### config.mk
export PLATFORM = sky130hd
export DESIGN_NAME = expert_capacity_limiter
export DESIGN_NICKNAME = d
export VERILOG_FILES = /design/src/rtl/core/ecl_pkg.sv /design/src/rtl/core/ecl_ctrl.sv /design/src/rtl/core/ecl_dp.sv /design/src/rtl/core/expert_capacity_limiter.sv
export SDC_FILE = /design/constraint.sdc
export NUM_CORES = 2
export LEC_CHECK = 0
export BUFFER_PORTS_ARGS = -buffer_cell sky130_fd_sc_hd__buf_4
export CAP_MARGIN = 5
export CORE_ASPECT_RATIO = 0.6
export CORE_UTILIZATION = 55
export CTS_BUF_LIST = sky130_fd_sc_hd__clkbuf_8
export CTS_CLUSTER_SIZE = 10
export DETAILED_ROUTE_END_ITERATION = 8
export PLACE_DENSITY = 0.71
export SLEW_MARGIN = 25
export SYNTH_ARGS = -nofsm -noshare
export SYNTH_HDL_FRONTEND = slang
export SYNTH_SLANG_ARGS = --single-unit
### constraint.sdc
create_clock -name clk -period 7.56 [get_ports clk]
set_clock_uncertainty 0.2 [all_clocks]
set_input_delay 0.756 -clock clk [delete_from_list [all_inputs] [get_ports clk]]
set_output_delay 0.756 -clock clk [all_outputs]
set_load 0.05 [all_outputs]
### src/rtl/core/ecl_pkg.sv
// Package with the sizes, types and control codes shared by the capacity limiter modules.
package ecl_pkg;

  localparam int MAX_EXPERTS = 64;
  localparam int MAX_WORKERS = 64;
  localparam int COUNT_WIDTH = 32;

  localparam int EXP_W    = $clog2(MAX_EXPERTS);
  localparam int WRK_W    = $clog2(MAX_WORKERS);
  localparam int EXP_NUM_W = $clog2(MAX_EXPERTS + 1);
  localparam int WRK_NUM_W = $clog2(MAX_WORKERS + 1);

  localparam int AMOUNT_W = 32;
  localparam int INDEX_W  = 6;
  localparam int REG_W    = 7;
  localparam int CFG_IDX_W = 2;

  localparam logic [CFG_IDX_W-1:0] REG_EXPERTS_IN_USE = 2'd0;
  localparam logic [CFG_IDX_W-1:0] REG_WORKERS_IN_USE = 2'd1;

  typedef logic [COUNT_WIDTH-1:0] count_t;

  // Commands from the controller to the datapath.
  typedef struct packed {
    logic load_wr;   // write the capacity of the next expert
    logic prop_take; // capture a proposal amount
    logic calc;      // compute the grant and write back the capacity left
  } ecl_cmd_t;

endpackage

### src/rtl/core/ecl_ctrl.sv
// Controller state machine of the capacity limiter: accepts requests and sequences the datapath.
module ecl_ctrl
  import ecl_pkg::*;
(
  input  logic     clk,
  input  logic     rst_n,
  input  logic     start,
  input  logic     in_mode,
  output logic     busy,
  output ecl_cmd_t cmd
);

  localparam logic ST_IDLE = 1'b0;
  localparam logic ST_CALC = 1'b1;

  logic state_r;
  logic state_nxt;
  logic accept;

  assign accept = start && (state_r == ST_IDLE);
  assign busy   = (state_r != ST_IDLE);

  always_comb begin
    state_nxt     = state_r;
    cmd.load_wr   = 1'b0;
    cmd.prop_take = 1'b0;
    cmd.calc      = 1'b0;
    case (state_r)
      ST_IDLE: begin
        if (accept) begin
          if (in_mode) begin
            cmd.prop_take = 1'b1;
            state_nxt     = ST_CALC;
          end else begin
            cmd.load_wr = 1'b1;
          end
        end
      end
      ST_CALC: begin
        cmd.calc  = 1'b1;
        state_nxt = ST_IDLE;
      end
      default: begin
        state_nxt = ST_IDLE;
      end
    endcase
  end

  always_ff @(posedge clk) begin
    if (!rst_n) begin
      state_r <= ST_IDLE;
    end else begin
      state_r <= state_nxt;
    end
  end

endmodule

### src/rtl/core/ecl_dp.sv
// Datapath of the capacity limiter: capacity table, counters, grant arithmetic and result register.
module ecl_dp
  import ecl_pkg::*;
(
  input  logic                 clk,
  input  logic                 rst_n,
  input  ecl_cmd_t             cmd,
  input  logic [AMOUNT_W-1:0]  in_amount,
  input  logic                 cfg_we,
  input  logic [CFG_IDX_W-1:0] cfg_index,
  input  logic [REG_W-1:0]     cfg_wdata,
  output logic                 out_strobe,
  output logic [AMOUNT_W-1:0]  out_granted,
  output logic [INDEX_W-1:0]   out_expert_index,
  output logic [INDEX_W-1:0]   out_worker_index,
  output logic                 out_clipped,
  output logic                 out_last
);

  count_t mem [0:MAX_EXPERTS-1];
  count_t rd_data_r;
  count_t amount_r;

  logic [REG_W-1:0] experts_reg_r;
  logic [REG_W-1:0] workers_reg_r;
  logic [EXP_W-1:0] load_ptr_r;
  logic [EXP_W-1:0] exp_ptr_r;
  logic [WRK_W-1:0] wrk_ptr_r;

  logic [EXP_NUM_W-1:0] num_exp;
  logic [WRK_NUM_W-1:0] num_wrk;
  logic [EXP_W-1:0]     last_exp;
  logic [WRK_W-1:0]     last_wrk;
  logic                 exp_at_end;
  logic                 wrk_at_end;
  logic                 cfg_hit;

  logic   clip;
  count_t grant;
  count_t cap_nxt;

  logic                 strobe_r;
  logic [AMOUNT_W-1:0]  granted_r;
  logic [INDEX_W-1:0]   exp_idx_r;
  logic [INDEX_W-1:0]   wrk_idx_r;
  logic                 clipped_r;
  logic                 last_r;

  // Register values of zero act as one, values above the table size as the maximum.
  always_comb begin
    if (experts_reg_r == '0) begin
      num_exp = EXP_NUM_W'(1);
    end else if (experts_reg_r > REG_W'(MAX_EXPERTS)) begin
      num_exp = EXP_NUM_W'(MAX_EXPERTS);
    end else begin
      num_exp = EXP_NUM_W'(experts_reg_r);
    end
    if (workers_reg_r == '0) begin
      num_wrk = WRK_NUM_W'(1);
    end else if (workers_reg_r > REG_W'(MAX_WORKERS)) begin
      num_wrk = WRK_NUM_W'(MAX_WORKERS);
    end else begin
      num_wrk = WRK_NUM_W'(workers_reg_r);
    end
  end

  assign last_exp   = EXP_W'(num_exp - EXP_NUM_W'(1));
  assign last_wrk   = WRK_W'(num_wrk - WRK_NUM_W'(1));
  assign exp_at_end = (exp_ptr_r == last_exp);
  assign wrk_at_end = (wrk_ptr_r == last_wrk);
  assign cfg_hit    = cfg_we && ((cfg_index == REG_EXPERTS_IN_USE) ||
                                 (cfg_index == REG_WORKERS_IN_USE));

  assign clip    = (amount_r > rd_data_r);
  assign grant   = clip ? rd_data_r : amount_r;
  assign cap_nxt = rd_data_r - grant;

  // The table is read at the expert counter every cycle; loads and write-backs share one port.
  always_ff @(posedge clk) begin
    rd_data_r <= mem[exp_ptr_r];
    if (cmd.load_wr) begin
      mem[load_ptr_r] <= COUNT_WIDTH'(in_amount);
    end else if (cmd.calc) begin
      mem[exp_ptr_r] <= cap_nxt;
    end
  end

  always_ff @(posedge clk) begin
    if (cmd.prop_take) begin
      amount_r <= COUNT_WIDTH'(in_amount);
    end
    granted_r <= AMOUNT_W'(grant);
    exp_idx_r <= INDEX_W'(exp_ptr_r);
    wrk_idx_r <= INDEX_W'(wrk_ptr_r);
    clipped_r <= clip;
    last_r    <= exp_at_end && wrk_at_end;
  end

  always_ff @(posedge clk) begin
    if (!rst_n) begin
      experts_reg_r <= REG_W'(1);
      workers_reg_r <= REG_W'(1);
      load_ptr_r    <= '0;
      exp_ptr_r     <= '0;
      wrk_ptr_r     <= '0;
      strobe_r      <= 1'b0;
    end else begin
      strobe_r <= cmd.calc;
      if (cfg_hit) begin
        if (cfg_index == REG_EXPERTS_IN_USE) begin
          experts_reg_r <= cfg_wdata;
        end else begin
          workers_reg_r <= cfg_wdata;
        end
        load_ptr_r <= '0;
        exp_ptr_r  <= '0;
        wrk_ptr_r  <= '0;
      end else begin
        if (cmd.load_wr) begin
          load_ptr_r <= (load_ptr_r == last_exp) ? '0 : load_ptr_r + EXP_W'(1);
        end
        if (cmd.calc) begin
          if (exp_at_end) begin
            exp_ptr_r <= '0;
            wrk_ptr_r <= wrk_at_end ? '0 : wrk_ptr_r + WRK_W'(1);
          end else begin
            exp_ptr_r <= exp_ptr_r + EXP_W'(1);
          end
        end
      end
    end
  end

  assign out_strobe       = strobe_r;
  assign out_granted      = granted_r;
  assign out_expert_index = exp_idx_r;
  assign out_worker_index = wrk_idx_r;
  assign out_clipped      = clipped_r;
  assign out_last         = last_r;

endmodule

### src/rtl/core/expert_capacity_limiter.sv
// Top level of the per-expert token capacity limiter for a mixture-of-experts router.
//
//   Channel  Ports                                   Handshake
//   -------  --------------------------------------  ------------------------------
//   input    in_mode, in_amount                      start high while busy is low
//   result   out_granted, out_expert_index,          out_strobe high for one cycle
//            out_worker_index, out_clipped, out_last
//   config   cfg_index, cfg_wdata                    cfg_we high, no wait
//
// A load request writes the capacity table at the load counter, and busy stays low. A proposal
// request goes through the table's single registered read port: the entry is read at the accept
// edge and the grant is written back from the ST_CALC state that follows. Its result is registered
// onto the result ports at the same edge as that write-back, and the next
// request can already be accepted. Reset (rst_n, synchronous, active low) clears the counters
// and the registers to one expert and one worker; table contents are undefined until loaded.
// The receiver cannot stall, so every result is shown for exactly one cycle.
module expert_capacity_limiter
  import ecl_pkg::*;
(
  input  logic                 clk,
  input  logic                 rst_n,
  input  logic                 start,
  output logic                 busy,
  input  logic                 in_mode,
  input  logic [AMOUNT_W-1:0]  in_amount,
  output logic                 out_strobe,
  output logic [AMOUNT_W-1:0]  out_granted,
  output logic [INDEX_W-1:0]   out_expert_index,
  output logic [INDEX_W-1:0]   out_worker_index,
  output logic                 out_clipped,
  output logic                 out_last,
  input  logic                 cfg_we,
  input  logic [CFG_IDX_W-1:0] cfg_index,
  input  logic [REG_W-1:0]     cfg_wdata
);

  // Commands from the state machine to the datapath.
  ecl_cmd_t cmd;

  // The controller decides per request whether it is a load or a proposal.
  ecl_ctrl u_ctrl (
    .clk     (clk),
    .rst_n   (rst_n),
    .start   (start),
    .in_mode (in_mode),
    .busy    (busy),
    .cmd     (cmd)
  );

  // The datapath holds the capacity table, the expert and worker counters, the
  // configuration registers and the result register.
  ecl_dp u_dp (
    .clk              (clk),
    .rst_n            (rst_n),
    .cmd              (cmd),
    .in_amount        (in_amount),
    .cfg_we           (cfg_we),
    .cfg_index        (cfg_index),
    .cfg_wdata        (cfg_wdata),
    .out_strobe       (out_strobe),
    .out_granted      (out_granted),
    .out_expert_index (out_expert_index),
    .out_worker_index (out_worker_index),
    .out_clipped      (out_clipped),
    .out_last         (out_last)
  );

endmodule

### Word-level counts from Yosys, hierarchy flattened

Memories as Yosys holds them, arrays and structs flattened. A register that Yosys moved wholly into a read port is not among the register bits.
Index checks and enable logic that the tools add are counted.

| storage, ports and cells | value |
|---|---|
| memory bits (writable) | 2048 |
| memories kept | 1 |
| register bits | 112 |
| output and inout port bits | 48 |
| input port bits | 46 |

| cells by class | value |
|---|---|
| bitwise logic cells | 3 |
| $add $sub $neg | 6 |
| order comparisons | 3 |
| multiplexer cells | 23 |
| reductions and logical operators | 12 |
| equality and inequality tests | 4 |

Memory list:

| memory | words | width | read ports | clocked after memory_dff | wr ports | RTL line | source |
|---|---|---|---|---|---|---|---|
| u_dp.mem | 64 | 32 | 1 | 1 | 1 | ecl_dp.sv:20 | `count_t mem [0:MAX_EXPERTS-1];` |

Operator list:

| kind | count |
|---|---|
| $mux W32 | 2 |
| $mux W6 | 8 |
| $gt A32 B32 Y1 | 1 |
| $reduce_or A32 Y1 | 1 |
| $sub A32 B32 Y32 | 1 |
| $add A6 B1 Y6 const B | 3 |
| $eq A6 B6 Y1 | 3 |
| $gt A7 B7 Y1 const B | 2 |
| $logic_not A7 Y1 | 2 |
| $sub A6 B1 Y6 const B | 2 |
| $mux W1 | 10 |
| $reduce_and A2 Y1 | 3 |
| $mux W2 | 2 |
| $logic_and A1 B1 Y1 | 3 |
| $not A1 Y1 | 3 |
| $eq A2 B1 Y1 const B | 1 |
| $logic_not A2 Y1 | 1 |
| $pmux W1 S2 | 1 |
| $reduce_or A2 Y1 | 1 |
| $logic_or A1 B1 Y1 | 1 |

### Logic depth before layout (Yosys ltp)

| logic depth | value |
|---|---|
| word-level depth | 8 |
| mapped depth | 22 |
| gate-level depth less buffers | 21 |

### Modules after synthesis

From an unflattened synthesis, not the netlist that was laid out.

| unflattened totals | value |
|---|---|
| cells, all modules | 3878 |
| area, all modules | 85463.2 sq um |

Modules (own cells, without submodules):

| module | times used | area each (sq um) | sequential area each (sq um) | cells an instance |
|---|---|---|---|---|
| ecl_dp | 1 | 85408.2 | 64682.0 | 3873 |
| ecl_ctrl | 1 | 55.1 | 20.0 | 5 |

### Worst setup path before layout

Ideal clock, no wire load.

| timing path | value |
|---|---|
| kind | register -> register |
| from | register u_dp.amount_r[31] |
| to | memory u_dp.mem[0][1] in the netlist's numbering (data pin) |
| data arrival time | 5.565 ns |
| required time | 6.658 ns |
| stages on the path, launching flop included | 13 |
| setup time | 0.702 ns |
| setup slack | 1.094 ns |
| period minus slack after synthesis | 6.466 ns |
| path through | edfxtp_1 > ha_1 > nand4_1 > nor4_1 > nand3_1 > nor3b_1 > a22oi_1 > nand2_1 > clkbuf_1 > o21ai_0 > ha_1 > fa_1 > o21ai_0 |

| on the way | value |
|---|---|
| longest elaborated chain between the ends | 4 |

RTL lines:

| element | RTL line | source |
|---|---|---|
| start: declaration | ecl_dp.sv:22 | `count_t amount_r;` |
| start signal: assignment | ecl_dp.sv:90 | `amount_r <= COUNT_WIDTH'(in_amount);` |
| $gt A32 B32 Y1 | ecl_dp.sv:74 | `assign clip = (amount_r > rd_data_r);` |
| via u_dp.clip | ecl_dp.sv:38 | `logic clip;` |
| $mux W32 | ecl_dp.sv:75 | `assign grant = clip ? rd_data_r : amount_r;` |
| via u_dp.grant[0] | ecl_dp.sv:39 | `count_t grant;` |
| $sub A32 B32 Y32 | ecl_dp.sv:76 | `assign cap_nxt = rd_data_r - grant;` |
| $mux W32 (no source line) | n/a |  |
| end: declaration | ecl_dp.sv:20 |  |

The timed path passes the listed nets, and every way through them passes these cells.

### Final worst setup path

| timing path | value |
|---|---|
| from | register u_dp.amount_r[31] |
| to | memory u_dp.mem[30][30] in the netlist's numbering (data pin) |

| on the way | value |
|---|---|
| longest elaborated chain between the ends | 4 |

RTL lines:

| element | RTL line |
|---|---|
| $gt A32 B32 Y1 | ecl_dp.sv:74 |
| $mux W32 | ecl_dp.sv:75 |
| $sub A32 B32 Y32 | ecl_dp.sv:76 |
| $mux W32 (no source line) | n/a |

No other way between the ends.

==> flow_summary.yaml <==
drt:
  initialDrtViolationCount: 6244
  wl_met2_mm: 97.0
  vias: 43264
  wl_met1_mm: 90.4
  routed_wl_mm: 219
  wl_per_cell_um: 33.6
  drc: 0
  drtAntennaViolNets: 0
  via_per_inst: 6.63
  highest_layer: "met5"
  met3WireLength_mm: 27.0
  first_pass_iters: 5
power_and_ir_drop:
  p_leak_nw: 30.2
  vdd_drop_max_mv: 0.204
  total_power_mw: 23.7
  power.density_mw_per_mm2: 247
floorplan:
  die-area_sq_mm: 0.157
  die_y_um: 308
  core-area_sq_mm: 0.154
  die_x_um: 511
  ios: 94
  num_rows: 111
  start_util: 0.557
yosys:
  yosysTopAreaCell: "edfxtp_1"
  synth-seq-area-share: 0.756
  synth_warnings: 0
  synth-adder-area-share: 0.0102
  ys_types: 71
  synth_top_family_by_area: "multiplexers"
  async_reset_ff_frac: 0
  synth-simple-area-share: 0.0176
  synth_edf_count: 2080
  synth_nets: 3975
  synth_top_cells_by_area: "edfxtp_1, mux4_2, dfxtp_1, ha_1, mux2i_1"
  yosysMostFrequentCell: "edfxtp_1"
  synth_common_cells: "edfxtp_1, mux4_2, dfxtp_1, nor2_1, clkbuf_1"
  synth_cells: 3860
  muxShareOfSynthArea: 0.182
  synthFlopType: "edfxtp_1"
  synth-compound-area-share: 0.0170
  synth_top_area_frac: 0.729
  synth_seq_cells: 2192
  synth_area_sq_mm: 0.0856
  syn_avg_cell_area_sq_um: 22.2
  synthXorXnorAreaFrac: 0.00501
cts:
  clk_latency_ps: 1020
  cts-root-buf: "clkbuf_8"
  clk_pin_slew_worst_paths_ps: 70
  htree_num_levels: 5
  tritoncts: "done"
  cts_buffers: 314
  cts_sinks: 2192
  clk_path_buf_depth: 4
min_path:
  hold_path_startpoint: "start"
  worst_hold_path_type: "primary input to register"
sta:
  worstMarginPinSlew_ps: 1100
  rsz0062_at_grt: "no"
  setup_viol: 0
  report.final.slew_viol_count: 0
  fin_crit_ps: 6980
  finalCritPeriodShare: 0.923
  finalSetupTns_ps: 0
  hold_violations: 0
  whs_ps: 198
  worst_slack_ps: 580
  timing.slew.headroom: 0.268
  fmax_mhz: 143
placement:
  routabilityCongestion: 0.903
  place_area_sq_mm: 0.0900
  hpwl_mm: 122
  io_buffers: 93
  post-place-ws_ps: 599
cells_and_area:
  layout-drive-gt1-share: 0.307
  layout.nets: 4378
  fillers: 10198
  areaGrowthSynthToFinish_pct: 12.0
  stdcell_area_sq_mm: 0.0959
critical_path:
  cp.required_ps: 8060
  end_kind: "register"
  crit_type: "register to register"
  startpoint_type: "register"
  crit_fanout: 33
  timing.rr.start: "u_dp.amount_r[31]"
  arrival_ps: 7480
  startpoint: "u_dp.amount_r[31]"
global_route:
  grt_overflow: 0
  antenna_found_initial: 10
  grt_use_total: 0.281
  grt_pass1_vias: 41749
  grt_max_degree: 96
  grt_pass1_wl_mm: 310
flow_run:
  maxCapViolCount: 0
outcome:
  outcome: "finished clean"
## path summary, 6_finish.rpt
check,cells after the start,slack (ps),end
worst min-delay path,4,200,u_dp.load_ptr_r[1]
worst min register to register,0,220,u_dp.out_worker_index[5]
worst max-delay path,20,580,u_dp.mem[30][30]
worst max register to register,20,580,u_dp.mem[30][30]
## worst max-delay path, cell delays in order, from the launching register on
cell      delay, ps
edfxtp_1        430
ha_1            330
nand4_1         190
nor4_1          650
nand3_1         290
nor3b_1         210
a22oi_1         280
nand2_2         340
buf_4           340
mux2i_1         240
ha_1            370
and3_1          280
and2_1          170
a221oi_1        410
o21a_1          160
o21ai_0         180
o41ai_1         450
o21ai_0         200
xor2_1          170
mux2_2          530
buf_12          270
## where the power goes
part	internal [mW]	leakage (nW)	switching (mW)	total, mW
Clock	4.08	3.23	4.38	8.46
Sequential	13.6	19.7	0.0454	13.6
Combinational	0.522	7.36	1.05	1.57
Total	18.2	30.2	5.47	23.7
## metal layers
| metal | vias to the layer above | GRT usage |
|---|---|---|
| li1 | 17052 | - |
| met1 | 22858 | 0.437 |
| met2 | 3005 | 0.405 |
| met3 | 343 | 0.0674 |
| met4 | 6 | 0.0676 |
| met5 | - | 0 |
## repair_timing
action,CTS,global route
hold endpoints to repair,48,0
setup endpoints to repair,0,64
resized for setup,0,1
hold buffers,45,0
setup buffers,0,0
## area by class of cell
cell class                 count  area, sq um  share of cell area
antenna                        3         7.51           0.0000783
multi-input combinational   1399        20500               0.213
clock buffer                 332         4570              0.0476
tap                         2034         2540              0.0265
clock inverter               206          881             0.00918
sequential                  2192        64700               0.675
inverter                      85          324             0.00338
timing repair buffer         271         2400              0.0250
## cell families after synthesis
kind of cell / after synthesis
buf+inv: 269
xor+xnor: 49
mux: 738
compound gates: 220
fa+ha+maj: 69
flops: 2192
simple gates: 323
## stage by stage
step	util	std cells
after floorplan	-	3860
after global placement	0.584	5928
after detailed placement	0.586	5936
after CTS	0.624	6519
after global routing	0.624	6520
final	0.624	6522
## state kept, by name, indices dropped and copies added (netlist names), 7 cells and up
| register | flops |
|---|---|
| u_dp.experts_reg_r | 7 |
| u_dp.amount_r | 32 |
| u_dp.workers_reg_r | 7 |
| u_dp.rd_data_r | 32 |
| u_dp.mem | 2048 |
| u_dp.out_granted | 32 |
## cells in the final DEF (no fill, tap or decap), types with 5 or more instances in the layout
master / instances
clkbuf_8: 332
buf_4: 208
mux2_4: 13
nor2b_1: 24
nor2_1: 48
o21bai_1: 5
clkinv_2: 25
mux2_2: 24
clkinv_1: 55
a21boi_0: 8
o21a_1: 9
and2_1: 5
nand4_1: 13
mux4_2: 653
nand2b_1: 9
a21o_1: 23
inv_1: 199
a21oi_1: 46
ha_1: 68
and3_1: 6
mux2i_1: 48
nand3_1: 19
dfxtp_4: 5
xor2_1: 14
dfxtp_1: 106
xnor2_1: 35
buf_12: 14
a211oi_1: 12
a31oi_1: 13
or3_1: 7
nor3_1: 8
edfxtp_1: 2080
nand2_1: 98
o21ai_0: 45
dlygate4sd3_1: 45
nor2_4: 64
o31ai_1: 6
a211o_1: 5
(Power assumes the default switching activity.)
